## src/rtl/core/axr_pkg.sv

```systemverilog
package axr_pkg;

	localparam int DATA_WIDTH_DEF    = 16;
	localparam int CORDIC_STAGES_DEF = 16;

	// Axis magnitudes are brought to 15 bits before the square root.
	localparam int MAG_W      = 15;
	localparam int SUM_W      = 32;
	localparam int ROOT_W     = 32;
	localparam int REM_W      = 34;
	localparam int SQRT_STEPS = 32;
	localparam int Q_W        = 18;
	localparam int DREM_W     = 50;

	localparam logic signed [32:0] CORDIC_X0 = 33'sd652032874;

	typedef struct packed {
		logic                         deg;
		logic [2:0]                   neg;
		logic [2:0][MAG_W-1:0]        mag;
		logic [SUM_W-1:0]             nsh;
		logic [REM_W-1:0]             rem;
		logic [ROOT_W-1:0]            root;
		logic signed [32:0]           cx;
		logic signed [32:0]           cy;
		logic signed [32:0]           cz;
		logic                         flip;
	} sq_t;

	typedef struct packed {
		logic                         deg;
		logic [2:0]                   neg;
		logic [ROOT_W-1:0]            root;
		logic [2:0][DREM_W-1:0]       rem;
		logic [2:0][Q_W-1:0]          q;
		logic signed [32:0]           cx;
		logic signed [32:0]           cy;
		logic                         flip;
	} div_t;

	// Arctangent of 2^-k, 2^32 counts per turn.
	function automatic logic [31:0] atan_val(input int k);
		logic [31:0] r;
		case (k)
			0: r = 32'h20000000;
			1: r = 32'h12e4051e;
			2: r = 32'h09fb385b;
			3: r = 32'h051111d4;
			4: r = 32'h028b0d43;
			5: r = 32'h0145d7e1;
			6: r = 32'h00a2f61e;
			7: r = 32'h00517c55;
			8: r = 32'h0028be53;
			9: r = 32'h00145f2f;
			10: r = 32'h000a2f98;
			11: r = 32'h000517cc;
			12: r = 32'h00028be6;
			13: r = 32'h000145f3;
			14: r = 32'h0000a2fa;
			15: r = 32'h0000517d;
			16: r = 32'h000028be;
			17: r = 32'h0000145f;
			18: r = 32'h00000a30;
			19: r = 32'h00000518;
			20: r = 32'h0000028c;
			21: r = 32'h00000146;
			22: r = 32'h000000a3;
			23: r = 32'h00000051;
			24: r = 32'h00000029;
			25: r = 32'h00000014;
			26: r = 32'h0000000a;
			27: r = 32'h00000005;
			28: r = 32'h00000003;
			29: r = 32'h00000001;
			30: r = 32'h00000001;
			default: r = 32'h00000000;
		endcase
		return r;
	endfunction

endpackage

```

## src/rtl/core/axr_sqrt_stage.sv

```systemverilog
module axr_sqrt_stage #(
	parameter int IDX           = 0,
	parameter int CORDIC_STAGES = axr_pkg::CORDIC_STAGES_DEF
) (
	input  logic         clk,
	input  logic         arst_n,
	input  logic         en,
	input  logic         v_in,
	input  axr_pkg::sq_t d_in,
	output logic         v_out,
	output axr_pkg::sq_t d_out
);
	localparam bit DO_ROT = (IDX < CORDIC_STAGES);
	localparam logic signed [32:0] ATAN = 33'(axr_pkg::atan_val(IDX));

	axr_pkg::sq_t nxt;
	logic [35:0]  trial;
	logic [35:0]  tv;

	always_comb begin
		nxt   = d_in;
		// One root bit per step from two bits of the radicand.
		trial = {d_in.rem, d_in.nsh[31:30]};
		tv    = {2'b0, d_in.root, 2'b01};
		nxt.nsh = {d_in.nsh[29:0], 2'b00};
		if (trial >= tv) begin
			nxt.rem  = 34'(trial - tv);
			nxt.root = {d_in.root[30:0], 1'b1};
		end else begin
			nxt.rem  = trial[33:0];
			nxt.root = {d_in.root[30:0], 1'b0};
		end
		if (DO_ROT) begin
			if (d_in.cz >= 0) begin
				nxt.cx = d_in.cx - (d_in.cy >>> IDX);
				nxt.cy = d_in.cy + (d_in.cx >>> IDX);
				nxt.cz = d_in.cz - ATAN;
			end else begin
				nxt.cx = d_in.cx + (d_in.cy >>> IDX);
				nxt.cy = d_in.cy - (d_in.cx >>> IDX);
				nxt.cz = d_in.cz + ATAN;
			end
		end
	end

	always_ff @(posedge clk or negedge arst_n) begin
		if (!arst_n) begin
			v_out <= 1'b0;
		end else if (en) begin
			v_out <= v_in;
		end
	end

	always_ff @(posedge clk) begin
		if (en) begin
			d_out <= nxt;
		end
	end
endmodule

```

## config.mk

```make
export PLATFORM = sky130hd
export DESIGN_NAME = axr_sqrt_stage
export DESIGN_NICKNAME = d
export VERILOG_FILES = /design/src/rtl/core/axr_pkg.sv /design/src/rtl/core/axr_sqrt_stage.sv
export SDC_FILE = /design/constraint.sdc
export NUM_CORES = 1
export LEC_CHECK = 0
export BUFFER_PORTS_ARGS = -buffer_cell sky130_fd_sc_hd__buf_2
export CAP_MARGIN = 20
export CORE_AREA = 2 2 196 198
export DETAILED_ROUTE_END_ITERATION = 10
export DIE_AREA = 0 0 198 200
export HOLD_SLACK_MARGIN = 0.03
export PLACE_DENSITY = 0.68
export SKIP_CTS_REPAIR_TIMING = 1
export SLEW_MARGIN = 25
export SYNTH_ARGS = -nofsm -noshare
export SYNTH_HDL_FRONTEND = slang
export SYNTH_SLANG_ARGS = --single-unit
```

## constraint.sdc

```tcl
create_clock -name clk -period 2.1 [get_ports clk]
set_input_delay 0.21 -clock clk [delete_from_list [all_inputs] [get_ports clk]]
set_output_delay 0.21 -clock clk [all_outputs]
set_load 0.01 [all_outputs]
```

==> impl.org, run 1 <==
** Power
- Sw Ratio :: 0.3103
- Fraction of power consumed by sequential logic :: 0.366
- Cell internal power was estimated by the tool at 11880 µW.
- Worst IR drop on VDD :: 0.0005869 V
- Clock network fraction of design power :: 0.286
- Post-layout power :: 17220 µW
- Cell Pwr Density :: 667.0 nW/µm²
- Of the total power, combinational logic draws 0.348.
- The analysis attributes to net switching a power of 5344 µW.
- For this design the static power due to leakage is 0.01167 µW.

** Setup path
- Reg2reg path depth :: 1
- The worst register-to-register path has a setup slack of about 1400 ps.
- The worst setup path is captured at a register.
- Largest fanout on the critical path :: 4
- Crit path launch type :: primary input
- The worst register-to-register path ends at v_out.
- Master of the slowest instance on the critical path :: sky130_fd_sc_hd__a2111o_1
- Broken down by cell family, the worst path's largest delay share belongs to compound AO/OA/AOI/OAI gates.
- For the worst setup path, the data arrival time is between 3000 and 4000 ps.
- The worst setup path is of the primary input to register kind.
- STA puts the critical path data required time at approximately 2400 ps.
- The startpoint identified for the worst register-to-register timing path is v_out.
- Together, buffers and inverters on the worst path number 2.
- Cells along the critical path :: buf_8 -> ha_4 -> inv_2 -> fa_2 -> o21ba_4 -> o311a_1 -> a2111o_1 -> a21o_1 -> or3_4 -> a41o_4 -> nor3_4 -> a21oi_2 -> o21ba_2 -> xor2_1
- Slowest Stage Delay on Critical Path :: 500 ps

** Cells and area
- Fraction of layout cells with a size suffix above 1 :: 0.4816
- Number of cells in the finished layout apart from fillers :: 3051
- Most frequent standard cell in the layout excluding fill and tap cells :: sky130_fd_sc_hd__buf_2
- At the end of the flow, the number of nets in the layout was 2901.
- Summing all non-filler instances in the final layout gives an area of 25820 µm².
- Once layout is complete, the utilization of the core stands at 0.6903.
- Top library cells by usage in the layout, fill and taps aside :: 474 x sky130_fd_sc_hd__buf_2, 410 x sky130_fd_sc_hd__buf_4, 244 x sky130_fd_sc_hd__edfxtp_1
- The area growth from synthesis to layout is 69.39%.

** Timing
- Total of endpoints with negative setup slack in the final report :: 73
- Based on the critical path, the design can be clocked at up to approximately 330 MHz.
- Worst-margin pin slew :: 899.0 ps
- Final count of pins violating max slew :: 0
- In this run the tightest slew margin relative to its limit is 0.3943.
- Hold is met by 66.46 ps.
- After layout, the minimum clock period comes to 3038 ps.
- Setup repair after global routing could not meet its margin everywhere.
- Fin Clk Skew :: 0 ps
- The total count of hold-check failures in the final report was 0.
- Final clock period utilization by the worst path :: 1.447
- Across all setup checks in the final design, the least slack found is -937.8 ps.

** Synth
- In this run, distinct cell masters in the synthesized netlist total 69.
- Synthesis produced 1431 cells.
- In the synthesized netlist the dominant register cell turns out to be sky130_fd_sc_hd__edfxtp_1.
- Sequential element share of the synthesized area :: 0.4824
- Number of flops mapped to enable cells by yosys :: 244
- After synthesis the cells add up to between 15000 and 20000 µm².
- Synth warn :: 0
- Post-synth ARST share :: 0.004082
- Post-Synthesis Mean Instance Area :: 10.65 µm²
- #FFs+latches synth :: 245

** Placement
- The number of placed instances, taps included, is 2788.
- Routability-driven placement finished with a final weighted congestion of ~0.97.
- Detailed placement finished with a half-perimeter wire length of approximately 46 mm.
- During placement, the flow inserted port buffers numbering 496.
- Cell area after placement :: 21680 µm²

** Min path
- Worst Hold Depth :: 2
- The path with the worst hold slack has its endpoint at d_out[151].
- The tightest min-delay check is of the primary input to register type.
- Hold path start :: d_in[149]

** Global route
- Grt ovf :: 0
- Antenna violations before repair :: 11
- GRT Total Usage :: 0.2679
- The first global-routing pass estimated 80.81 mm of wire.
- The via count of the first global-routing pass came to 14260.
- Entering global routing, the biggest net connects 65 pins.

** Clock tree
- After clock tree synthesis, the clock-pin slew on the worst setup and hold paths is roughly 60 ps.
- Clock tree sinks :: 245
- Clock root cell :: sky130_fd_sc_hd__clkbuf_16
- Largest buffer count on any clock path :: 3
- Clock latency on the worst-skew pair :: 560 ps
- Number of clock buffers inserted by TritonCTS :: 28
- H-tree depth :: 1
- TritonCTS built the clock tree.

** Floorplan
- 499 I/O pins were placed.
- The die is 198 µm wide.
- The core region is about 37000 µm².
- Number of placement rows :: 71
- The die covers 39600 µm².
- The initial utilization of the core area, before any placement, comes to 0.4075.
- From bottom edge to top edge, the die measures 200 µm.

** Drt
- After detailed routing, the average wire length per cell comes to 20.48 µm.
- For this block, the routed nets add up to approximately 62 mm of wire.
- Number of remaining DRC errors :: 0
- Detail Route Antenna Nets :: 0
- Routed vias/inst :: 5.156
- Routed vias :: 15730
- TritonRoute pass-1 iters :: 5
- After the first detailed-routing iteration, the DRC count stood at 1061.

** Job
- Max-cap violations in this run came to 0.

** Status
- The final reports fail on setup timing.
- The run finished, with violations left.
[registers in the layout (all words and copies together), names as in the netlist]
name / flops
v_out: 1
d_out: 244
[metal layers]
metal | vias to the layer above | track usage | wire, µm
li1 | 7340 | - | -
met1 | 7554 | 0.3577 | 25710
met2 | 698 | 0.4314 | 29640
met3 | 132 | 0.05864 | 4995
met4 | 6 | 0.09385 | 2090
met5 | - | 0 | 38
[cell families (layout without fill, tap and decap cells)]
| family | count (synthesis) | count (layout) | share of synthesized area |
|---|---|---|---|
| XOR/XNOR | 94 | 94 | 0.05402 |
| other | 1 | 9 | 0.0002460 |
| AO/OA/AOI/OAI | 395 | 395 | 0.1646 |
| flip-flops | 245 | 245 | 0.4824 |
| adder cells (fa/ha/maj) | 137 | 137 | 0.1144 |
| multiplexers | 54 | 54 | 0.03801 |
| buffers and inverters | 201 | 1302 | 0.05106 |
| AND/OR/NAND/NOR | 304 | 304 | 0.09523 |
[how the worst max path moves through the flow]
stage                   from  cells after the start         to
finish              d_in[34]                     14  d_out[97]
global route        d_in[34]                     14  d_out[66]
CTS                 d_in[34]                     14  d_out[66]
detailed placement  d_in[34]                     14  d_out[66]
global placement    d_in[34]                     14  d_out[97]
floorplan           d_in[34]                     13  d_out[97]
[area by class of cell]
cell class	count	area, µm²
Fill cell	2718	11580
Multi-Input combinational cell	986	8402
Timing Repair Buffer	1110	7931
Sequential cell	245	7352
Clock buffer	30	708.2
Tap cell	511	639.4
Inverter	142	560.5
Clock inverter	20	205.2
Antenna cell	7	17.52
[synth_stat cells, drive strengths merged, types with 4 or more instances]
cell    number  area share
nand2b      14      0.0057
edfxtp     244        0.48
o211ai      10      0.0049
and2         5      0.0021
nor2b       16      0.0066
mux2        31       0.023
o41ai        4      0.0023
or2          7      0.0029
a31oi       16      0.0066
nor4        10      0.0041
o21ba        4      0.0026
a21oi      129       0.042
xnor2       74       0.043
o31ai        9      0.0044
ha         133        0.11
nand4       14      0.0057
a31o         4      0.0023
o311a        4      0.0026
mux2i       23       0.015
o21a        16      0.0079
nand3b       4      0.0020
clkbuf      39      0.0096
nand2       70       0.017
a221oi       4      0.0023
nor3        17      0.0063
inv        139       0.034
nand3       24      0.0079
o21ai       79       0.026
xor2        20       0.011
or3          8      0.0033
fa           4      0.0053
and3         5      0.0021
a211oi      16      0.0079
a21o        33       0.016
a21boi       4      0.0020
buf         20      0.0065
nor2       102       0.025
o22ai        7      0.0029
o21bai      27       0.013
a221o        5      0.0033
[stage by stage]
step	setup slack, ps	TNS [ps]
3_5_place_dp	-1569	-79830
4_1_cts	-974.6	-29970
6_report	-937.8	-23780
5_1_grt	-957.7	-28100
3_3_place_gp	-1480	-76670
2_1_floorplan	-1134	-42120
[power by group through the flow]
stage / combinational (µW) / sequential, µW / clock [µW]
after floorplan: 2120 / 6680 / 0
after global placement: 4980 / 6360 / 0
after detailed placement: 5030 / 6370 / 0
after CTS: 5060 / 6280 / 4960
after global routing: 6380 / 6340 / 5180
final: 6000 / 6300 / 4920
(Power assumes the default switching activity.)
==> run 2: changes to the inputs <==
--- a/config.mk
+++ b/config.mk
@@ -7,11 +7,11 @@
 export LEC_CHECK = 0
 export BUFFER_PORTS_ARGS = -buffer_cell sky130_fd_sc_hd__buf_2
 export CAP_MARGIN = 20
-export CORE_AREA = 2 2 196 198
+export CORE_AREA = 2 2 195 197
 export DETAILED_ROUTE_END_ITERATION = 10
-export DIE_AREA = 0 0 198 200
+export DIE_AREA = 0 0 197 199
 export HOLD_SLACK_MARGIN = 0.03
-export PLACE_DENSITY = 0.68
+export PLACE_DENSITY = 0.69
 export SKIP_CTS_REPAIR_TIMING = 1
 export SLEW_MARGIN = 25
 export SYNTH_ARGS = -nofsm -noshare
==> run 2 against run 1 <==
- the run still ends with setup timing left
- worst hold slack got worse by 13 ps
- final area decreased by 1.3%
- critical path depth unchanged
- core utilization decreased by 0.41 points
- register-to-register slack got worse by 60 ps
- sequential cell count unchanged
- first-iteration DRC count increased by 2.3%
==> impl.org, run 2 (synthesized netlist as in run 1, its figures left out) <==
** Status
- Outcome :: finished, violations left (unchanged)
- Failing checks :: setup timing (unchanged)

** Timing
- The number of max-slew violations in the final report came to 0 (unchanged).
- Total of endpoints with negative setup slack in the final report :: 77 (was 73)
- Final number of hold-violating endpoints :: 0 (unchanged)
- The final hold slack was 53.05 ps (was 66.46 ps).
- Post-layout worst setup margin :: -948.9 ps (was -937.8 ps)
- Worst-margin pin slew :: 778.6 ps (was 899.0 ps)
- Fin crit period :: 3049 ps (was 3038 ps)
- Final clock period utilization by the worst path :: 1.452 (was 1.447)
- Highest Clock Rate :: 328.0 MHz (was 329.2 MHz)
- Unrepaired setup endpoints after global routing :: true (unchanged)
- Worst max-slew margin expressed relative to the limit :: 0.4675 (was 0.3943)
- The largest clock skew in the final design was 0 ps (unchanged).

** Power
- The leakage power of the design is 0.01163 µW (was 0.01167 µW).
- Cell Pwr Density :: 676.7 nW/µm² (was 667.0 nW/µm²)
- The worst IR drop on VDD is 0.0005701 V (was 0.0005869 V).

** Placement
- The half-perimeter wire length after detailed placement is 45.24 mm (was 46.13 mm).
- The weighted congestion at the end of routability-driven global placement was 0.9806 (was 0.9677).
- Worst slack after detailed placement :: -1540 ps (was -1569 ps)
- The count of port buffers added during placement came to 496 (unchanged).

** Clock tree
- The number of clock sinks was 245 (unchanged).
- The CTS tree is yes (unchanged).
- Clock root cell :: sky130_fd_sc_hd__clkbuf_16 (unchanged)
- The clock buffer count from CTS is 27 (was 28).
- The clock latency on the worst-skew pair is 560 ps (about the same).
- H-tree depth :: 1 (unchanged)
- Clock slew at the register clock pins of the worst setup and hold paths :: 60 ps (about the same)
- Largest buffer count on any clock path :: 3 (unchanged)

** Drt
- The total routed wirelength came to 61.43 mm (was 62.47 mm).
- Number of remaining DRC errors :: 0 (unchanged)
- Average wire per cell in the routed design :: 20.44 µm (was 20.48 µm)
- The total number of vias is 15850 (was 15730).
- The mean number of vias per cell was 5.273 (was 5.156).
- The detailed router's first-iteration violation count was 1085 (was 1061).
- The number of optimization iterations in the first detailed-route pass was 7 (was 5).
- The remaining antenna violation count after routing is 0 (unchanged).

** Setup path
- The nature of the critical path startpoint was a primary input (unchanged).
- The arrival time of the worst setup path is 3360 ps (was 3350 ps).
- Largest fanout on the critical path :: 4 (unchanged)
- The class of the most critical setup path is primary input to register (unchanged).
- Data required time of the critical path :: 2410 ps (about the same)
- The worst reg-to-reg setup slack was 1310 ps (was 1370 ps).
- The category of the worst setup path capture point is a register (unchanged).

** Floorplan
- The count of pins on the block boundary came to 499 (unchanged).
- Vertical die dimension :: 199 µm (was 200 µm)
- The core outline area was 37130 µm² (was 37400 µm²).
- The total die area is 39200 µm² (was 39600 µm²).
- The number of cell rows was 71 (unchanged).
- The initial cell density of the core is 0.4104 (was 0.4075).
- The die width was 197 µm (was 198 µm).

** Cells and area
- Net count, final :: 2897 (was 2901)
- Area growth from synthesis to final layout :: 67.19% (was 69.39%)
- Biggest regs: d_out: 244 flops, v_out: 1 flops (unchanged).
- The flip-flop count of the largest register after layout is 244 (unchanged).
- The fraction of final layout cells sized beyond drive strength 1 was 0.4644 (was 0.4816).
- Most flops, register :: d_out (unchanged)
- Top library cells by usage in the layout, fill and taps aside: 480 x sky130_fd_sc_hd__buf_2, 407 x sky130_fd_sc_hd__buf_4, 244 x sky130_fd_sc_hd__edfxtp_1 (was 474 x sky130_fd_sc_hd__buf_2, 410 x sky130_fd_sc_hd__buf_4, 244 x sky130_fd_sc_hd__edfxtp_1).
- Most frequent standard cell in the layout excluding fill and tap cells :: sky130_fd_sc_hd__buf_2 (unchanged)

** Job
- The number of max-cap violations is 0 (unchanged).

** Global route
- Number of global-route vias before repair :: 14220 (was 14260)
- GRT Total Usage :: 0.2662 (was 0.2679)
- Global-route wire length before repair :: 80.01 mm (was 80.81 mm)
- Largest net degree at the start of global routing :: 63 (was 65)
- Antenna violations before repair :: 4 (was 11)
- The global route total overflow is 0 (unchanged).

** Min path
- The worst min-delay path class is primary input to register (unchanged).
run 2: cell count changes in the layout (fill, tap and decap cells not counted), moves of 6 or more:
cell                    change
sky130_fd_sc_hd__buf_2      +6
sky130_fd_sc_hd__inv_1      +9
sky130_fd_sc_hd__buf_6      -9
sky130_fd_sc_hd__ha_4      -12
sky130_fd_sc_hd__ha_1      +11
sky130_fd_sc_hd__inv_2      -6
run 2: cell type report:
class / instances / area (µm²)
Antenna cell: 2 / 5.005
Timing Repair Buffer: 1107 / 7910
Inverter: 142 / 555.5
Fill cell: 2759 / 11650
Multi-Input combinational cell: 986 / 8128
Tap cell: 474 / 593.1
Sequential cell: 245 / 7352
Clock buffer: 31 / 690.7
Clock inverter: 19 / 246.5
run 2: final timing paths:
path | cells after the start | end | startpoint
max | 14 | d_out[97] | d_in[34]
min | 3 | d_out[33] | d_in[32]
max reg2reg | 1 | v_out | v_out
min reg2reg | 1 | v_out | v_out
max in group asynchronous | 3 | v_out | arst_n
min in group asynchronous | 3 | v_out | arst_n
run 2: power by group:
part           total, µW  switching (µW)  internal [µW]  leakage (µW)
sequential          6310             196           6110       0.00240
clock               5080            2080           2990      0.000456
combinational       5850            3000           2850       0.00877
run 2: stage by stage:
| stage | TNS [ps] | std cells | cell area [µm²] | total power [µW] | utilization |
|---|---|---|---|---|---|
| finish | -24470 | 3006 | 25480 | 17240 | 0.6862 |
| global route | -30810 | 3006 | 25480 | 17890 | 0.6862 |
| CTS | -30260 | 2795 | 22550 | 16440 | 0.6073 |
| detailed placement | -80560 | 2745 | 21610 | 11370 | 0.5820 |
| global placement | -78490 | 2745 | 21610 | 11300 | 0.5820 |
| floorplan | -42120 | 1432 | 15770 | 8800 | - |
run 2: layer usage:
metal	wire length (µm)	GRT usage
met4	2457	0.1016
met5	0	0
met2	29200	0.4342
met1	25230	0.3553
met3	4546	0.04476
run 2: critical path, stage by stage:
cell and delay, ps:
sky130_fd_sc_hd__buf_8 80, sky130_fd_sc_hd__ha_4 130, sky130_fd_sc_hd__inv_2 40, sky130_fd_sc_hd__fa_2 360, sky130_fd_sc_hd__o21ba_4 210, sky130_fd_sc_hd__o311a_1 310
sky130_fd_sc_hd__a2111o_1 460, sky130_fd_sc_hd__a21o_1 250, sky130_fd_sc_hd__or3_4 400, sky130_fd_sc_hd__a41o_4 240, sky130_fd_sc_hd__nor3_4 230, sky130_fd_sc_hd__a21oi_2 90
sky130_fd_sc_hd__o21ba_2 210, sky130_fd_sc_hd__xor2_1 140
